[config.mk]
export PLATFORM = sky130hd
export DESIGN_NAME = rle_sprite_clip_blit_core_flat
export DESIGN_NICKNAME = d
export VERILOG_FILES = /design/src/rscb_pkg.sv /design/src/rscb_if.sv /design/src/rscb_cfg.sv /design/src/rscb_decode.sv /design/src/rle_sprite_clip_blit_core.sv /design/src/flat_wrapper.sv
export SDC_FILE = /design/constraint.sdc
export NUM_CORES = 1
export LEC_CHECK = 0
export BUFFER_PORTS_ARGS = -buffer_cell sky130_fd_sc_hd__buf_2
export CAP_MARGIN = 15
export CORE_AREA = 3 3 222 224
export CTS_BUF_LIST = sky130_fd_sc_hd__clkbuf_8
export CTS_CLUSTER_DIAMETER = 30
export DETAILED_ROUTE_END_ITERATION = 6
export DIE_AREA = 0 0 225 227
export GPL_TIMING_DRIVEN = 0
export MAX_ROUTING_LAYER = met4
export PLACE_DENSITY = 0.61
export SLEW_MARGIN = 20
export SYNTH_ARGS = -nofsm -noshare
export SYNTH_HDL_FRONTEND = slang
export SYNTH_SLANG_ARGS = --single-unit
[constraint.sdc]
create_clock -name clk -period 8.5 [get_ports clk]
set_input_delay 0.85 -clock clk [delete_from_list [all_inputs] [get_ports clk]]
set_output_delay 0.85 -clock clk [all_outputs]
set_load 0.01 [all_outputs]
[src/rscb_pkg.sv]
`timescale 1ns / 1ps
// ----------------------------------------------------------------------------
// rscb_pkg: shared types and constants of the sprite blitter
// register codes, decode phases, geometry and result records
// ----------------------------------------------------------------------------
package rscb_pkg;

	localparam int COORD_BITS_DEF = 11;
	localparam int COORD_BITS_MAX = 15;
	localparam int LIM_W          = COORD_BITS_MAX + 1;

	localparam int WORD_W   = 16;
	localparam int CFG_W    = 12;
	localparam int CFG_IDX_W = 3;
	localparam int PIX_W    = 11;
	localparam int COL_W    = 17;
	localparam int ROW_W    = 12;
	localparam int VROWS_W  = 14;

	localparam logic [CFG_W-1:0] SCREEN_W_RST = 12'd800;
	localparam logic [CFG_W-1:0] SCREEN_H_RST = 12'd600;
	localparam logic [COL_W-1:0] COL_MAX      = '1;

	typedef enum logic [CFG_IDX_W-1:0] {
		REG_ORIGIN_X      = 3'd0,
		REG_ORIGIN_Y      = 3'd1,
		REG_SPAN_WIDTH    = 3'd2,
		REG_SPAN_HEIGHT   = 3'd3,
		REG_SCREEN_WIDTH  = 3'd4,
		REG_SCREEN_HEIGHT = 3'd5
	} cfg_reg_t;

	typedef enum logic [3:0] {
		PH_NODES = 4'b0001,
		PH_SKIP  = 4'b0010,
		PH_COPY  = 4'b0100,
		PH_COLOR = 4'b1000
	} phase_t;

	// geometry derived from the configuration registers
	typedef struct packed {
		logic [CFG_W-1:0]   origin_x;
		logic [LIM_W-1:0]   lim_width;
		logic [PIX_W-1:0]   top_row;
		logic [VROWS_W-1:0] vis_rows;
		logic [ROW_W-1:0]   skip_init;
		logic               empty;
		logic               x_clip;
	} geom_t;

	typedef struct packed {
		logic              emit;
		logic [PIX_W-1:0]  pixel_x;
		logic [PIX_W-1:0]  pixel_y;
		logic [WORD_W-1:0] color;
		logic              pixel_valid;
		logic              sprite_done;
		logic              aborted;
	} res_t;

endpackage

[src/rscb_if.sv]
`timescale 1ns / 1ps
// ----------------------------------------------------------------------------
// rscb_if: stream channels of the sprite blitter
// valid/ready channels for sprite stream words and pixel results
// ----------------------------------------------------------------------------
interface rscb_in_if;
	logic        valid;
	logic        ready;
	logic [15:0] stream_word;
	logic        start_of_sprite;

	modport source (output valid, stream_word, start_of_sprite, input ready);
	modport sink   (input valid, stream_word, start_of_sprite, output ready);
endinterface

interface rscb_out_if;
	logic        valid;
	logic        ready;
	logic [10:0] pixel_x;
	logic [10:0] pixel_y;
	logic [15:0] color;
	logic        pixel_valid;
	logic        sprite_done;
	logic        aborted;

	modport source (output valid, pixel_x, pixel_y, color, pixel_valid, sprite_done,
		aborted, input ready);
	modport sink   (input valid, pixel_x, pixel_y, color, pixel_valid, sprite_done,
		aborted, output ready);
endinterface

[src/rscb_cfg.sv]
`timescale 1ns / 1ps
// ----------------------------------------------------------------------------
// rscb_cfg: configuration registers and clip geometry
// holds the six registers and derives the clip window of the sprite
// ----------------------------------------------------------------------------
module rscb_cfg #(
	parameter int COORD_BITS = rscb_pkg::COORD_BITS_DEF
) (
	input  logic                                clk,
	input  logic                                arst_n,
	input  logic                                cfg_we,
	input  logic [rscb_pkg::CFG_IDX_W-1:0]      cfg_index,
	input  logic [rscb_pkg::CFG_W-1:0]          cfg_data,
	output rscb_pkg::geom_t                     geom
);
	import rscb_pkg::*;

	localparam logic [LIM_W-1:0] LIM_ONE = LIM_W'(1) << COORD_BITS;

	logic [CFG_W-1:0] origin_x_q, origin_y_q, screen_w_q, screen_h_q;
	logic [PIX_W-1:0] span_w_q, span_h_q;

	logic [LIM_W-1:0]  lim_w, lim_h;
	logic signed [19:0] l20, r20, t20, b20, bc20, vis20, limw20, limh20, top20;

	always_ff @(posedge clk or negedge arst_n) begin
		if (!arst_n) begin
			origin_x_q <= '0;
			origin_y_q <= '0;
			span_w_q   <= '0;
			span_h_q   <= '0;
			screen_w_q <= SCREEN_W_RST;
			screen_h_q <= SCREEN_H_RST;
		end else if (cfg_we) begin
			case (cfg_reg_t'(cfg_index))
				REG_ORIGIN_X:      origin_x_q <= cfg_data;
				REG_ORIGIN_Y:      origin_y_q <= cfg_data;
				REG_SPAN_WIDTH:    span_w_q   <= cfg_data[PIX_W-1:0];
				REG_SPAN_HEIGHT:   span_h_q   <= cfg_data[PIX_W-1:0];
				REG_SCREEN_WIDTH:  screen_w_q <= cfg_data;
				REG_SCREEN_HEIGHT: screen_h_q <= cfg_data;
				default: ;
			endcase
		end
	end

	// screen sizes clamp at 2^COORD_BITS
	always_comb begin
		lim_w = (LIM_W'(screen_w_q) > LIM_ONE) ? LIM_ONE : LIM_W'(screen_w_q);
		lim_h = (LIM_W'(screen_h_q) > LIM_ONE) ? LIM_ONE : LIM_W'(screen_h_q);
	end

	always_comb begin
		limw20 = $signed({4'b0000, lim_w});
		limh20 = $signed({4'b0000, lim_h});
		l20    = $signed({{8{origin_x_q[CFG_W-1]}}, origin_x_q});
		r20    = l20 + $signed({9'b0, span_w_q});
		t20    = $signed({{8{origin_y_q[CFG_W-1]}}, origin_y_q});
		top20  = origin_y_q[CFG_W-1] ? 20'sd0 : t20;
		b20    = t20 + $signed({9'b0, span_h_q});
		bc20   = (b20 > limh20) ? limh20 : b20;
		vis20  = bc20 - top20;

		geom.origin_x  = origin_x_q;
		geom.lim_width = lim_w;
		geom.top_row   = top20[PIX_W-1:0];
		geom.vis_rows  = vis20[VROWS_W-1:0];
		geom.skip_init = origin_y_q[CFG_W-1] ? ROW_W'(12'd0 - origin_y_q) : '0;
		geom.empty     = (span_w_q == '0) || (span_h_q == '0) || (r20 <= 20'sd0) ||
			(l20 >= limw20) || (vis20 <= 20'sd0);
		geom.x_clip    = (l20 < 20'sd0) || (r20 > limw20);
	end

endmodule

[src/rscb_decode.sv]
`timescale 1ns / 1ps
// ----------------------------------------------------------------------------
// rscb_decode: run-length stream decoder
// line, node and run state; one stream word per cycle while go is high, at most one result
// ----------------------------------------------------------------------------
module rscb_decode (
	input  logic                        clk,
	input  logic                        arst_n,
	input  logic                        go,
	input  logic [rscb_pkg::WORD_W-1:0] word,
	input  logic                        start,
	input  rscb_pkg::geom_t             geom,
	output rscb_pkg::res_t              res
);
	import rscb_pkg::*;

	phase_t             ph_q, ph_d, ph_e;
	logic [ROW_W-1:0]   skip_q, skip_d, skip_e;
	logic [ROW_W-1:0]   row_q, row_d, row_e, row_inc;
	logic [WORD_W-1:0]  nodes_q, nodes_d, nodes_e, nodes_dec;
	logic [WORD_W-1:0]  run_q, run_d, run_e, run_dec;
	logic [COL_W-1:0]   col_q, col_d, col_e;
	logic [COL_W:0]     col_sum;
	logic               fin_q, fin_d;
	logic               active, do_end, er_done, done_flag, pix_vis;
	logic signed [19:0] x20;
	logic [PIX_W-1:0]   y11;

	always_ff @(posedge clk or negedge arst_n) begin
		if (!arst_n) begin
			ph_q    <= PH_NODES;
			skip_q  <= '0;
			row_q   <= '0;
			nodes_q <= '0;
			run_q   <= '0;
			col_q   <= '0;
			fin_q   <= 1'b1;
		end else if (go) begin
			ph_q    <= ph_d;
			skip_q  <= skip_d;
			row_q   <= row_d;
			nodes_q <= nodes_d;
			run_q   <= run_d;
			col_q   <= col_d;
			fin_q   <= fin_d;
		end
	end

	// a start word restarts decode from clean state
	always_comb begin
		ph_e    = start ? PH_NODES : ph_q;
		skip_e  = start ? geom.skip_init : skip_q;
		row_e   = start ? '0 : row_q;
		nodes_e = start ? '0 : nodes_q;
		run_e   = start ? '0 : run_q;
		col_e   = start ? '0 : col_q;
		active  = start ? !geom.empty : !fin_q;

		row_inc   = row_e + ROW_W'(1);
		nodes_dec = nodes_e - WORD_W'(1);
		run_dec   = run_e - WORD_W'(1);
		er_done   = (skip_e == '0) && ($signed({2'b00, row_inc}) >= $signed(geom.vis_rows));
		col_sum   = {1'b0, col_e} + (COL_W+1)'(word);
		x20       = $signed({{8{geom.origin_x[CFG_W-1]}}, geom.origin_x}) +
			$signed({3'b000, col_e});
		y11       = geom.top_row + row_e[PIX_W-1:0];
	end

	always_comb begin
		ph_d    = ph_e;
		skip_d  = skip_e;
		row_d   = row_e;
		nodes_d = nodes_e;
		run_d   = run_e;
		col_d   = col_e;
		fin_d   = start ? geom.empty : fin_q;
		do_end  = 1'b0;
		pix_vis = 1'b0;
		res     = '0;

		if (start && geom.empty) begin
			res.emit        = 1'b1;
			res.sprite_done = 1'b1;
		end

		if (active) begin
			case (ph_e)
				PH_NODES: begin
					nodes_d = word;
					if (word == '0) begin
						do_end = 1'b1;
					end else begin
						ph_d = PH_SKIP;
					end
				end
				PH_SKIP: begin
					col_d = col_sum[COL_W] ? COL_MAX : col_sum[COL_W-1:0];
					ph_d  = PH_COPY;
				end
				PH_COPY: begin
					if (word == '0) begin
						if (skip_e == '0 && !geom.x_clip) begin
							// zero copy count on an unclipped visible row aborts
							fin_d           = 1'b1;
							res.emit        = 1'b1;
							res.sprite_done = 1'b1;
							res.aborted     = 1'b1;
						end else begin
							nodes_d = nodes_dec;
							if (nodes_dec == '0) begin
								do_end = 1'b1;
							end else begin
								ph_d = PH_SKIP;
							end
						end
					end else begin
						run_d = word;
						ph_d  = PH_COLOR;
					end
				end
				PH_COLOR: begin
					pix_vis = (skip_e == '0) && !x20[19] &&
						(x20 < $signed({4'b0000, geom.lim_width}));
					if (col_e != COL_MAX) begin
						col_d = col_e + COL_W'(1);
					end
					run_d = run_dec;
					if (run_dec == '0) begin
						nodes_d = nodes_dec;
						if (nodes_dec == '0) begin
							do_end = 1'b1;
						end else begin
							ph_d = PH_SKIP;
						end
					end
				end
				default: ;
			endcase

			// row end
			if (do_end) begin
				ph_d    = PH_NODES;
				col_d   = '0;
				nodes_d = '0;
				run_d   = '0;
				if (skip_e != '0) begin
					skip_d = skip_e - ROW_W'(1);
				end else begin
					row_d = row_inc;
					if (er_done) begin
						fin_d = 1'b1;
					end
				end
			end
		end

		done_flag = do_end && er_done;
		if (pix_vis) begin
			res.emit        = 1'b1;
			res.pixel_valid = 1'b1;
			res.pixel_x     = x20[PIX_W-1:0];
			res.pixel_y     = y11;
			res.color       = word;
			res.sprite_done = done_flag;
		end else if (done_flag) begin
			res.emit        = 1'b1;
			res.sprite_done = 1'b1;
		end
	end

endmodule

[src/rle_sprite_clip_blit_core.sv]
`timescale 1ns / 1ps
// ----------------------------------------------------------------------------
// rle_sprite_clip_blit_core: run-length transparent sprite blitter
// decodes a sprite stream and emits clipped screen pixels
// ----------------------------------------------------------------------------
// The block takes one 16-bit stream word per clock and gives at most one
// result per word: a visible pixel with its screen position and color, or a
// done marker at the end of the sprite, at an abort on a zero copy count, or
// right at the start word when the sprite is empty or off-screen. Words that
// arrive after the sprite has finished and carry no start mark are taken and
// dropped. The word passes an input register, then a result register; the
// stream side keeps going at one word per cycle as long as the result side
// takes its transactions, since all decode work is counter updates and compares
// between those two registers. Configuration is written through a plain write
// port; the user writes it only while no sprite is in flight, the block itself does not enforce this.
// ----------------------------------------------------------------------------
module rle_sprite_clip_blit_core #(
	parameter int COORD_BITS = rscb_pkg::COORD_BITS_DEF
) (
	input  logic                           clk,
	input  logic                           arst_n,
	input  logic                           cfg_we,
	input  logic [rscb_pkg::CFG_IDX_W-1:0] cfg_index,
	input  logic [rscb_pkg::CFG_W-1:0]     cfg_data,
	rscb_in_if.sink                        stream,
	rscb_out_if.source                     pixels
);
	import rscb_pkg::*;

	geom_t              geom;
	res_t               res;

	// input stage
	logic               valid_s1;
	logic [WORD_W-1:0]  word_s1;
	logic               start_s1;

	// result register
	logic               out_valid_q;
	res_t               out_q;

	logic               advance;
	logic               go;

	rscb_cfg #(
		.COORD_BITS (COORD_BITS)
	) u_cfg (
		.clk       (clk),
		.arst_n    (arst_n),
		.cfg_we    (cfg_we),
		.cfg_index (cfg_index),
		.cfg_data  (cfg_data),
		.geom      (geom)
	);

	// the word in the input stage moves on whenever the result register is free
	assign advance      = !out_valid_q || pixels.ready;
	assign go           = valid_s1 && advance;
	assign stream.ready = !valid_s1 || advance;

	always_ff @(posedge clk or negedge arst_n) begin
		if (!arst_n) begin
			valid_s1 <= 1'b0;
		end else if (stream.ready) begin
			valid_s1 <= stream.valid;
		end
	end

	always_ff @(posedge clk) begin
		if (stream.ready) begin
			word_s1  <= stream.stream_word;
			start_s1 <= stream.start_of_sprite;
		end
	end

	rscb_decode u_decode (
		.clk    (clk),
		.arst_n (arst_n),
		.go     (go),
		.word   (word_s1),
		.start  (start_s1),
		.geom   (geom),
		.res    (res)
	);

	// result register, marked valid only when the word actually produces a result
	always_ff @(posedge clk or negedge arst_n) begin
		if (!arst_n) begin
			out_valid_q <= 1'b0;
		end else if (advance) begin
			out_valid_q <= go && res.emit;
		end
	end

	always_ff @(posedge clk) begin
		if (advance) begin
			out_q <= res;
		end
	end

	assign pixels.valid       = out_valid_q;
	assign pixels.pixel_x     = out_q.pixel_x;
	assign pixels.pixel_y     = out_q.pixel_y;
	assign pixels.color       = out_q.color;
	assign pixels.pixel_valid = out_q.pixel_valid;
	assign pixels.sprite_done = out_q.sprite_done;
	assign pixels.aborted     = out_q.aborted;

`ifndef SYNTH
	// an abort always ends the sprite and never writes a pixel
	assert property (@(posedge clk) disable iff (!arst_n)
		pixels.valid && pixels.aborted |-> pixels.sprite_done && !pixels.pixel_valid)
		else $error("abort result without done or with a pixel");

	// a written pixel lies inside the clipped screen width
	assert property (@(posedge clk) disable iff (!arst_n)
		pixels.valid && pixels.pixel_valid |->
			({5'b00000, pixels.pixel_x} < geom.lim_width))
		else $error("pixel outside the screen width");

	// an empty result register never holds back the stream side
	assert property (@(posedge clk) disable iff (!arst_n)
		!out_valid_q |-> stream.ready)
		else $error("stream stalled with free result register");

	// a result that is not taken stays in place
	assert property (@(posedge clk) disable iff (!arst_n)
		out_valid_q && !pixels.ready |=> out_valid_q && $stable(out_q))
		else $error("pending result changed");
`endif

endmodule
[src/flat_wrapper.sv]
// flat-port wrapper written by rule: the top's interface ports become plain ports
module rle_sprite_clip_blit_core_flat import rscb_pkg::*;
#(
	parameter int COORD_BITS = rscb_pkg::COORD_BITS_DEF
)
  (clk, arst_n, cfg_we, cfg_index, cfg_data, stream_valid, stream_stream_word, stream_start_of_sprite, stream_ready, pixels_valid, pixels_pixel_x, pixels_pixel_y, pixels_color, pixels_pixel_valid, pixels_sprite_done, pixels_aborted, pixels_ready);
  rscb_in_if stream_i ();
  rscb_out_if pixels_i ();
  input  logic clk;
  input  logic arst_n;
  input  logic cfg_we;
  input  logic [rscb_pkg::CFG_IDX_W-1:0] cfg_index;
  input  logic [rscb_pkg::CFG_W-1:0] cfg_data;
  input wire logic [$bits(stream_i.valid)-1:0] stream_valid;
  input wire logic [$bits(stream_i.stream_word)-1:0] stream_stream_word;
  input wire logic [$bits(stream_i.start_of_sprite)-1:0] stream_start_of_sprite;
  output wire logic [$bits(stream_i.ready)-1:0] stream_ready;
  output wire logic [$bits(pixels_i.valid)-1:0] pixels_valid;
  output wire logic [$bits(pixels_i.pixel_x)-1:0] pixels_pixel_x;
  output wire logic [$bits(pixels_i.pixel_y)-1:0] pixels_pixel_y;
  output wire logic [$bits(pixels_i.color)-1:0] pixels_color;
  output wire logic [$bits(pixels_i.pixel_valid)-1:0] pixels_pixel_valid;
  output wire logic [$bits(pixels_i.sprite_done)-1:0] pixels_sprite_done;
  output wire logic [$bits(pixels_i.aborted)-1:0] pixels_aborted;
  input wire logic [$bits(pixels_i.ready)-1:0] pixels_ready;
  assign stream_i.valid = stream_valid;
  assign stream_i.stream_word = stream_stream_word;
  assign stream_i.start_of_sprite = stream_start_of_sprite;
  assign stream_ready = stream_i.ready;
  assign pixels_valid = pixels_i.valid;
  assign pixels_pixel_x = pixels_i.pixel_x;
  assign pixels_pixel_y = pixels_i.pixel_y;
  assign pixels_color = pixels_i.color;
  assign pixels_pixel_valid = pixels_i.pixel_valid;
  assign pixels_sprite_done = pixels_i.sprite_done;
  assign pixels_aborted = pixels_i.aborted;
  assign pixels_i.ready = pixels_ready;
  rle_sprite_clip_blit_core #(.COORD_BITS(COORD_BITS)) u_core (.clk(clk), .arst_n(arst_n), .cfg_we(cfg_we), .cfg_index(cfg_index), .cfg_data(cfg_data), .stream(stream_i), .pixels(pixels_i));
endmodule
Word level (Yosys, flattened, before mapping):

Index checks and enable logic that the tools add are counted.

* eq/ne operators: 10
* $add $sub $neg: 12
* order comparisons: 10
* muxes and demuxes: 73
* reductions and logical operators: 36

Operators by type and width (number)
* $mux W16: 10
* $mux W12: 11
* $mux W17: 5
* $logic_not A16 Y1: 3
* $pmux W16 S3: 1
* $pmux W17 S2: 1
* $mux W4: 8
* $pmux W16 S2: 1
* $sub A16 B1 Y16 const B: 2
* $mux W1: 28
* $add A12 B12 Y13: 2
* $gt A13 B13 Y1: 2
* $gt A12 B12 Y1 const B: 2
* $logic_not A11 Y1: 2
* $le A20 B1 Y1 const B: 1
* $mux W20: 1
* $sub A20 B12 Y20: 1
* $add A12 B18 Y19: 1
* $lt A19 B13 Y1: 1
* $add A17 B16 Y18: 1
* $add A17 B1 Y17 const B: 1
* $ne A17 B17 Y1 const B: 1
* $pmux W4 S4: 1
* $ge A13 B14 Y1: 1
* 25 further kinds: 53

* register bits: 208
* logic and storage cells: 164
* input bits: 37
* output and inout port bits: 43

Depth between registers and ports, before layout:

Gate-level depths: netlist (run 1).

* depth in word-level cells: 16
* depth in mapped cells: 38

By module:

Synthesis (run 1) repeated with hierarchy kept, for this count alone.

* cell total of the unflattened synthesis: 2046
* area total of the unflattened synthesis: 17534.3 µm²

Modules (own cells, without submodules)
* rscb_decode: instances 1, area an instance 9994.6 µm², seq. area each 1954.4 µm², cells an instance 1380
* rscb_cfg: instances 1, area an instance 5701.7 µm², seq. area each 1760.4 µm², cells an instance 599
* rle_sprite_clip_blit_core: instances 1, area an instance 1838.0 µm², seq. area each 1791.7 µm², cells an instance 67

Least setup slack after synthesis (run 1):

Ideal clock, no wire load.

* path type: reg2reg
* start: register u_core.u_cfg.origin_y_q[2]
* end: register u_core.out_valid_q, in the netlist u_core.pixels.valid
* slack: 1506 ps
* path buffers: 1
* data required time: 8316 ps
* arrival: 6810 ps
* clock period less this slack: 6994 ps
* cell stages (with the launch flop): 35
* cells stage by stage: dfrtp_1 ha_1 nor2b_1 o31a_1 o21a_1 o21a_1 nor2_1 o21bai_1 a21o_1 a21oi_1 xnor2_1 ha_1 a22oi_1 nand2_1 o221ai_1 clkbuf_1 mux2i_1 ha_1 nor2b_1 o2111a_1 a2111oi_2 a31oi_1 a221o_1 xnor2_1 ha_1 or2_2 a2111oi_0 o21ai_0 a41oi_1 a211o_1 nand3_1 a31oi_1 a21oi_1 o21ai_0 nand2_1

* cells in the longest elaborated chain, start to end: 15

Ends and longest elaborated chain
* start, declared: line rscb_cfg.sv:20 `logic [CFG_W-1:0] origin_x_q, origin_y_q, screen_w_q, screen_h_q;`
* start signal, assigned: line rscb_cfg.sv:37 `REG_ORIGIN_Y: origin_y_q <= cfg_data;`
* $add A12 B12 Y13: line rscb_cfg.sv:60 `b20 = t20 + $signed({9'b0, span_h_q});`
* $gt A13 B13 Y1: line rscb_cfg.sv:61 `bc20 = (b20 > limh20) ? limh20 : b20;`
* $mux W20: line rscb_cfg.sv:61
* $sub A20 B12 Y20: line rscb_cfg.sv:62 `vis20 = bc20 - top20;`
* $le A20 B1 Y1: line rscb_cfg.sv:70 `(l20 >= limw20) || (vis20 <= 20'sd0);`
* $logic_or A1 B1 Y1: line rscb_cfg.sv:70
* $logic_and A1 B1 Y1: line rscb_decode.sv:81 `if (start && geom.empty) begin`
* $mux W1: line rscb_decode.sv:81
* $mux W1: line rscb_decode.sv:102 `if (skip_e == '0 && !geom.x_clip) begin`
* $mux W1: line rscb_decode.sv:101 `if (word == '0) begin`
* $mux W1: line rscb_decode.sv:87 `case (ph_e)`
* $mux W1: line rscb_decode.sv:86 `if (active) begin`
* $mux W1: line rscb_decode.sv:165 `end else if (done_flag) begin`
* $mux W1 (*): line rscb_decode.sv:158 `if (pix_vis) begin`
* $logic_and A1 B1 Y1 (*): line rle_sprite_clip_blit_core.sv:91 `out_valid_q <= go && res.emit;`
* end signal, assigned: line rle_sprite_clip_blit_core.sv:91
* end, declared: line rle_sprite_clip_blit_core.sv:39 `logic out_valid_q;`

Every way passes the cells marked *; elsewhere a longest branch is shown, timed or not. The select of a mux whose other input is x is not followed.
A chain may end at the register's enable or synchronous reset.

Final worst setup path (run 1):

* start: register u_core.u_cfg.origin_y_q[2]
* end: register u_core.out_q, in the netlist u_core.pixels.pixel_y[0], data pin

* cells in the longest elaborated chain, start to end: 9

Ends and longest elaborated chain
* $add A12 B12 Y13: line rscb_cfg.sv:60
* $gt A13 B13 Y1: line rscb_cfg.sv:61
* $mux W20: line rscb_cfg.sv:61
* $sub A20 B12 Y20: line rscb_cfg.sv:62
* $le A20 B1 Y1: line rscb_cfg.sv:70
* $logic_or A1 B1 Y1: line rscb_cfg.sv:70
* $logic_not A1 Y1: line rscb_decode.sv:57 `active = start ? !geom.empty : !fin_q;`
* $mux W1: line rscb_decode.sv:57
* $mux W1 (*): line rscb_decode.sv:86
* end signal, assigned: line rle_sprite_clip_blit_core.sv:97 `out_q <= res;`
* end, declared: line rle_sprite_clip_blit_core.sv:40 `res_t out_q;`

Every way passes the cells marked *; elsewhere a longest branch is shown, timed or not.

==> flow_summary.yaml, run 1 <==
run_status:
  status: "complete, no violations"
min_path:
  worstHoldPathType: "in -> async"
yosys:
  yosysWarnings: 0
  seq_area_frac_synth_pct: 33.4
  synth.net_count: 2047
  ys_top_cells_by_area: "dfrtp_1 21%, ha_1 11%, edfxtp_1 11%, mux2_2 4.6%, o21ai_0 4.4%"
  ys.flop_type: "dfrtp_1"
  synth.avg_cell_area_sq_um: 8.88
  syn-cell-area_sq_mm: 0.0165
  synth_edf_count: 58
  async_flop_share_pct: 72.1
  yosysMostFrequentCell: "nand2_1"
  synth_cells: 1859
  yosysTopAreaCell: "dfrtp_1"
  synth_cell_types: 83
  ys_ff_latch: 208
  synth_common_cells: "173 x nand2_1, 145 x ha_1, 144 x o21ai_0"
  synthDominantCellAreaShare_pct: 21.4
routing:
  drt_pass1_iterations: 7
  vias: 15300
  final_antenna_net_count: 0
  drtIter0Drc: 1253
  wl_per_cell_um: 20.8
  via_per_inst: 5.74
  route.detailed.drc: 0
  wl_mm: 55.4
floorplanning:
  start_util_pct: 34.7
  die_h_um: 227
  row_count: 80
  io_pins: 80
  fp.dieW_um: 225
  core_area_sq_mm: 0.0475
  die_area_sq_mm: 0.0511
timing:
  fin_worst_skew_ps: 56.1
  hold_violations: 0
  setup_viol: 0
  relSlewSlack_pct: 30.1
  fin_crit_sh_pct: 94.5
  tightest_slew_ps: 1040
  hold_ws_ps: 149
  slew_viol_final: 0
  fmax_mhz: 125
  rsz0062_at_grt: "no"
  fin_crit_ps: 8030
  tns_ps: 0
clocking:
  htree_levels: 2
  cts.path.max_buffers: 3
  clk_pin_slew_worst_paths_ps: 60
  cts_root_buf: "clkbuf_8"
  numCtsBuffers: 61
  worst_skew_pair.late_latency_ps: 680
  cts_sinks: 208
  cts_tree: "yes"
  post_cts_buffers: 0
  postCtsResizedCells: 0
  ctsHoldBuffers: 0
power:
  power.leakage_nw: 8.28
  powerDensity_mw_per_mm2: 347
  vdd_drop_max_mv: 0.206
cells_and_area:
  area_delta_synth_final_pct: 16.6
  num_antenna_cells: 0
  nets: 2190
  drive_above_1_share_pct: 15.2
setup_path:
  reg2reg_depth: 31
  crit_fanout: 10
  critPathLaunchType: "flop"
  path_depth: 31
  cpPeakStageDelay_ps: 640
  setup.worst_path.class: "reg -> reg"
  crit_required_ps: 8980
  slowest_stage: "or4_4"
  worstPathArrival_ps: 8510
  end_kind: "flop"
  critical_path_buf_inv_count: 4
  rrSetupSlack_ps: 470
  path_delay_family: "compound AO/OA/AOI/OAI gates"
global_routing:
  grt.met2_usage_pct: 34.4
  grtUsageTotal_pct: 22.0
  grt-ovfl-total: 0
  grt_max_degree: 88
  grt_use_met3_pct: 4.19
  grt_pass1_wl_mm: 85.4
  busiest_layer: "met2"
  globalRouteMet1Util_pct: 28.5
  antenna_found_initial: 0
  grt_pass1_vias: 14800
placed_design:
  place_hpwl_mm: 41.7
  numPortBuffers: 79
  gp_congestion: 0.945
job:
  drv_cap: 0
path summary, 6_finish.rpt:
kind	start	end
max	u_core.u_cfg.origin_y_q[2]$_DFFE_PN0P_	u_core.pixels.pixel_y[0]$_SDFFCE_PN0N_
min	arst_n	u_core.u_decode.run_q[4]$_DFFE_PN0P_
max reg2reg	u_core.u_cfg.origin_y_q[2]$_DFFE_PN0P_	u_core.pixels.pixel_y[0]$_SDFFCE_PN0N_
min reg2reg	u_core.u_decode.col_q[1]$_DFFE_PN0P_	u_core.u_decode.col_q[1]$_DFFE_PN0P_
max in group asynchronous	arst_n	u_core.u_cfg.screen_h_q[6]$_DFFE_PN1P_
min in group clk	stream_stream_word[10]	u_core.word_s1[10]$_DFFE_PP_
stage by stage:
step	std cells	area (sq um)	util (%)	total power [mW]	setup WS (ps)
final	2670	19200	40.5	6.67	471
after global routing	2670	19200	40.5	7.19	11.8
after CTS	2671	19200	40.3	6.57	9.76
after detailed placement	2555	17700	37.3	4.90	101
after global placement	2553	17700	37.2	4.82	76.8
after floorplan	1859	16500	-	3.92	1510
registers in the layout (all words and copies together), names as in the netlist, 4 cells and up:
name	flops
u_core.u_cfg.screen_w_q	12
u_core.pixels.pixel_y	11
u_core.u_cfg.screen_h_q	12
u_core.u_decode.row_q	12
u_core.pixels.color	16
u_core.u_decode.nodes_q	16
u_core.u_cfg.origin_x_q	12
u_core.u_decode.skip_q	12
u_core.pixels.pixel_x	11
u_core.u_cfg.span_h_q	11
u_core.u_decode.ph_q	4
u_core.u_cfg.origin_y_q	12
u_core.u_cfg.span_w_q	11
u_core.u_decode.run_q	16
u_core.word_s1	16
u_core.u_decode.col_q	17
cell usage in the layout, fill, tap and decap left out, types with 16 or more instances in the layout:
master	count
nand2_1	173
ha_1	145
o21ai_0	144
dfrtp_1	139
nor2_1	123
a21oi_1	87
inv_1	86
buf_2	86
clkbuf_8	73
clkbuf_1	70
mux2_2	67
edfxtp_1	58
nor2b_1	57
nor3_1	56
xnor2_1	55
nand3_1	46
and2_1	38
xor2_1	36
nor4_1	30
a21o_1	27
nand4_1	23
a31oi_1	23
a22oi_1	20
o21a_1	19
or3_1	19
a22o_1	18
o211ai_1	17
nand2b_1	17
a211oi_1	16
logic make-up after synthesis:
kind of cell | count (synthesis) | share of synthesized area [%]
xor gates and xnor gates | 91 | 4.83
muxes | 76 | 5.12
adders and majority gates | 151 | 11.7
and+or+nand+nor | 667 | 20.9
buffers and inverters | 162 | 3.81
DFF | 208 | 33.4
AOI/OAI and AO/OA | 504 | 20.3
layout make-up:
| type | count | area [sq um] |
|---|---|---|
| fillers | 4746 | 28300 |
| multi-input cells | 1489 | 10400 |
| flip-flops and latches | 208 | 5510 |
| clock buffers | 73 | 1000 |
| well taps | 615 | 769 |
| repair buffers | 81 | 444 |
| clock inverters | 43 | 443 |
| plain buffers | 86 | 350 |
| inverters | 75 | 282 |
per-layer routing:
layer	share of wire [%]	vias to the layer above
li1	-	7246
met1	45	7399
met2	45	531
met3	6.5	148
met4	3.6	0
met5	0	-
power by group:
group | leakage, nW | internal (mW) | switching, mW
Combinational | 4.96 | 1.39 | 2.16
Sequential | 2.55 | 1.27 | 0.231
Clock | 0.770 | 1.03 | 0.595
No activity file was read; power rests on OpenSTA's default activity.
==> inputs of run 2 (changes only) <==
CORE_AREA = 3 3 170 172   (was 3 3 222 224)
DIE_AREA = 0 0 173 175   (was 0 0 225 227)
PLACE_DENSITY = 0.89   (was 0.61)
==> run 2 against run 1 <==
Total power down 3.9%. Utilization up 27 points. Cell area down 2.8%. Die area down 41%. Critical endpoint unchanged. Setup slack worse by 160 ps. First-iteration DRC count up 41%. Count of clock-buffer cells in the layout down 13. Sequential share of layout area up 0.81 points. Critical path type unchanged. Critical path depth down 6. Clock skew down 25 ps.
==> flow_summary.yaml, run 2 (synthesis results as in run 1) <==
cells_and_area:
  nets: 2181
  design_area_sq_mm: 0.0187
  layout_common_cells: "173 x nand2_1, 145 x ha_1, 143 x o21ai_0"
  num_antenna_cells: 0
  area_delta_synth_final_pct: 13.3
  largest_reg_flops: 17
  layout_commonest_cell: "nand2_1"
  drive_above_1_share_pct: 14.2
  regMostFlops: "u_core.u_decode.col_q"
timing:
  fin_worst_skew_ps: 31.6
  hold_ws_ps: 197
  fin_crit_sh_pct: 96.4
  setup_viol: 0
  hold_violations: 0
  relSlewSlack_pct: 26.3
  fmax_mhz: 122
  worst_slack_ps: 310
  slew_viol_final: 0
  fin_crit_ps: 8190
  tightest_slew_ps: 1100
routing:
  via_per_inst: 6.67
  route.detailed.drc: 0
  final_antenna_net_count: 0
  wl_mm: 52.9
  drt_pass1_iterations: 6
  vias: 16100
  wl_per_cell_um: 21.9
  drtIter0Drc: 1769
floorplanning:
  die_h_um: 175
  io_pins: 80
  row_count: 61
  core_area_sq_mm: 0.0276
  die_area_sq_mm: 0.0303
  start_util_pct: 59.7
  fp.dieW_um: 173
job:
  drv_cap: 0
clocking:
  cts.path.max_buffers: 3
  worst_skew_pair.late_latency_ps: 580
  ctsHoldBuffers: 0
  cts_sinks: 208
  htree_levels: 2
  cts_root_buf: "clkbuf_8"
  clk_pin_slew_worst_paths_ps: 60
  numCtsBuffers: 51
  cts_tree: "yes"
placed_design:
  place_area_sq_mm: 0.0174
  place_hpwl_mm: 38.6
  pre_cts_slack_ps: 148
  gp_congestion: 0.998
  numPortBuffers: 79
global_routing:
  grt.met2_usage_pct: 52.7
  grt-ovfl-total: 0
  globalRouteMet1Util_pct: 44.5
  busiest_layer: "met2"
  antenna_found_initial: 0
  grtUsageTotal_pct: 34.6
  grt_use_met3_pct: 6.82
  grt_pass1_wl_mm: 82.1
  grt_pass1_vias: 15200
  grt_max_degree: 101
setup_path:
  crit_fanout: 10
  slowest_stage: "clkbuf_1"
  worstPathArrival_ps: 8620
  setup.worst_path.class: "reg -> reg"
  critPathLaunchType: "flop"
  path_delay_family: "buffers and inverters"
  critical_path_buf_inv_count: 9
  end_kind: "flop"
  cpPeakStageDelay_ps: 820
  crit_path_frequent_cell: "clkbuf_1"
  crit_required_ps: 8930
power:
  vdd_drop_max_mv: 0.299
  power.leakage_nw: 8.14
  powerDensity_mw_per_mm2: 343
min_path:
  worstHoldPathType: "in -> async"
run_status:
  status: "complete, no violations"
run 2: cell types whose count changed in the layout (fill, tap and decap cells not counted), moves of 2 or more:
cell,change
clkbuf_8,-13
dfrtp_2,-2
clkinv_2,-5
dfrtp_1,+2
clkinvlp_4,+2
clkbuf_2,-2
clkbuf_1,+3
clkinv_1,-2
run 2: metrics by stage:
stage                     setup TNS [ps]  cells  power, mW  util (%)
after global placement                 0   2316       4.68      62.9
after CTS                              0   2414       6.27      67.5
after floorplan                        0   1859       3.92         -
after global routing               -12.9   2414       6.83      67.7
after detailed placement               0   2318       4.84      63.1
final                                  0   2414       6.41      67.7
run 2: path summary, 6_finish.rpt:
path                                                      start                                      to  slack [ps]  cells past startpoint
hold / removal                                           arst_n             u_core.valid_s1$_DFFE_PN0P_         200                      1
setup reg to reg                      u_core.start_s1$_DFFE_PP_  u_core.pixels.pixel_y[0]$_SDFFCE_PN0N_         310                     25
setup / recovery                      u_core.start_s1$_DFFE_PP_  u_core.pixels.pixel_y[0]$_SDFFCE_PN0N_         310                     25
max in group asynchronous                                arst_n  u_core.u_cfg.screen_h_q[5]$_DFFE_PN0P_        7390                      2
hold reg to reg            u_core.u_decode.col_q[1]$_DFFE_PN0P_    u_core.u_decode.col_q[1]$_DFFE_PN0P_         500                      2
min in group clk                         stream_stream_word[12]            u_core.word_s1[12]$_DFFE_PP_         440                      1
run 2: cell type report:
cell class | count | area [sq um]
clock inverter | 36 | 384
sequential | 208 | 5510
multi-input combinational | 1489 | 10400
inverter | 75 | 282
buffer | 87 | 352
tap | 378 | 473
timing repair buffer | 81 | 453
clock buffer | 60 | 826
fill | 2206 | 8930
run 2: layer usage:
layer	share of wire (%)	wire length [um]
met5	0	0
met4	5.5	2910
met3	10	5330
met2	45	23600
met1	40	21100
run 2: repair_timing:
item,4_1_cts,5_1_grt
setup buffers,0,0
resized for setup,0,10
endpoints found under the hold margin,0,0
setup endpoints to repair,0,104
run 2: power by group:
part	switching [mW]	internal [mW]
logic	2.14	1.38
registers	0.234	1.27
clock network	0.524	0.867
total	2.90	3.51
==> inputs of run 3 (changes only) <==
BUFFER_PORTS_ARGS = -buffer_cell sky130_fd_sc_hd__buf_4   (was -buffer_cell sky130_fd_sc_hd__buf_2)
==> run 3 against run 2 <==
Wire length shrank 1.0%. Utilization grew 0.41 points. Clock skew shrank 8.8 ps. Total power shrank 0.70%. Highest routed layer unchanged.
==> flow_summary.yaml, run 3 (synthesis results as in run 1) <==
timing:
  fin_crit_sh_pct: 96.1
  worst_slack_ps: 336
  hold_ws_ps: 200
  slew_viol_final: 0
  relSlewSlack_pct: 29.9
  fin_worst_skew_ps: 22.7
  tightest_slew_ps: 1040
  fin_crit_ps: 8160
  setup_viol: 0
  hold_violations: 0
  tns_ps: 0
  fmax_mhz: 122
cells_and_area:
  nets: 2180
  regMostFlops: "u_core.u_decode.col_q"
  num_antenna_cells: 0
  fill_cells: 2232
  layout_common_cells: "173 x nand2_1, 145 x ha_1, 144 x o21ai_0"
  area_delta_synth_final_pct: 14.0
  largest_reg_flops: 17
  drive_above_1_share_pct: 14.2
  fin_cells: 2411
  utilization_pct: 68.1
  layout_commonest_cell: "nand2_1"
global_routing:
  grt_pass1_vias: 15300
  antenna_found_initial: 0
  grtUsageTotal_pct: 34.5
  grt_pass1_wl_mm: 82.3
  grt-ovfl-total: 0
  grt_max_degree: 98
setup_path:
  crit_fanout: 10
  r2r-start: "u_core.u_cfg.origin_y_q[2]$_DFFE_PN0P_"
  slowest_stage: "or4_4"
  crit_required_ps: 8940
  crit_path_frequent_cell: "ha_1"
  cpPeakStageDelay_ps: 690
  end_kind: "flop"
  setup.worst_path.class: "reg -> reg"
  critPathLaunchType: "flop"
  worstPathArrival_ps: 8600
  startpoint: "u_core.u_cfg.origin_y_q[2]$_DFFE_PN0P_"
min_path:
  worstHoldPathType: "in -> async"
clocking:
  cts.path.max_buffers: 3
  cts_root_buf: "clkbuf_8"
  clk_pin_slew_worst_paths_ps: 60
  worst_skew_pair.late_latency_ps: 590
  numCtsBuffers: 50
  htree_levels: 2
  post_cts_buffers: 0
  cts_tree: "yes"
  cts_sinks: 208
routing:
  wl_mm: 52.3
  final_antenna_net_count: 0
  drt_pass1_iterations: 6
  via_per_inst: 6.59
  route.detailed.drc: 0
  vias: 15900
  drtIter0Drc: 1780
  wl_per_cell_um: 21.7
floorplanning:
  io_pins: 80
  fp.dieW_um: 173
  die_area_sq_mm: 0.0303
  start_util_pct: 59.7
  core_area_sq_mm: 0.0276
  row_count: 61
  die_h_um: 175
power:
  powerDensity_mw_per_mm2: 338
  power.leakage_nw: 8.11
  vdd_drop_max_mv: 0.272
placed_design:
  numPlacedInstances: 2318
  gp_congestion: 0.992
  place_hpwl_mm: 38.4
  pre_cts_slack_ps: 205
  numPortBuffers: 79
job:
  drv_cap: 0
run_status:
  status: "complete, no violations"
[run 3: cell count changes in the layout (fill, tap and decap cells not counted), moves of 2 or more]
cell | before | now
buf_2 | 86 | 8
bufinv_16 | 7 | 5
buf_4 | 1 | 80
clkinv_2 | 3 | 6
inv_1 | 85 | 80
clkinv_1 | 1 | 3
clkinv_4 | 6 | 2
clkinvlp_4 | 7 | 11
[run 3: power by group]
part / internal [mW] / switching, mW
Sequential: 1.27 / 0.238
Clock: 0.793 / 0.530
Combinational: 1.41 / 2.13
[run 3: layout make-up]
class | count | area [sq um] | area share [%]
Buffer | 87 | 352 | 1.87
Clock buffer | 59 | 812 | 4.32
Clock inverter | 34 | 323 | 1.72
Inverter | 75 | 282 | 1.50
Multi-Input combinational cell | 1489 | 10400 | 55.4
Sequential cell | 208 | 5510 | 29.3
Tap cell | 378 | 473 | 2.51
Timing Repair Buffer | 81 | 648 | 3.44
[run 3: timing repair]
action,4_1_cts,5_1_grt
gates resized for setup,0,11
setup endpoints to repair,0,101
hold endpoints to repair,0,0
hold buffers,0,0
[run 3: critical path, delay by kind of cell (launching register included)]
family,cells,cell delay [ps]
flops,1,490
mux,1,410
fa+ha+maj,4,1210
buf+inv,4,740
xor+xnor,1,180
compound gates,13,3430
simple gates,8,1560
[run 3: metal layers]
layer  up-vias  global-route usage (%)  wire [um]
li1       7202                       -          -
met5         -                       -          0
met3       199                    5.58       5220
met2       950                    53.7      23900
met4         0                    15.5       2600
met1      7532                    44.7      20600
[run 3: metrics by stage]
stage | total power, mW | instance area [sq um]
3_3_place_gp | 4.71 | 17600
5_1_grt | 6.79 | 18800
4_1_cts | 6.20 | 18800
2_1_floorplan | 3.92 | 16500
3_5_place_dp | 4.86 | 17600
6_report | 6.37 | 18800
[run 3: worst paths after layout]
kind                                                          end  slack, ps  cells past startpoint
max reg2reg                  u_core.pixels.color[6]$_SDFFCE_PN0N_        340                     31
min reg2reg                  u_core.u_decode.col_q[1]$_DFFE_PN0P_        490                      2
min                         u_core.u_decode.col_q[16]$_DFFE_PN0P_        200                      1
min in group clk                      u_core.word_s1[5]$_DFFE_PP_        440                      1
max                          u_core.pixels.color[6]$_SDFFCE_PN0N_        340                     31
max in group asynchronous  u_core.u_cfg.screen_w_q[9]$_DFFE_PN1P_       7430                      2
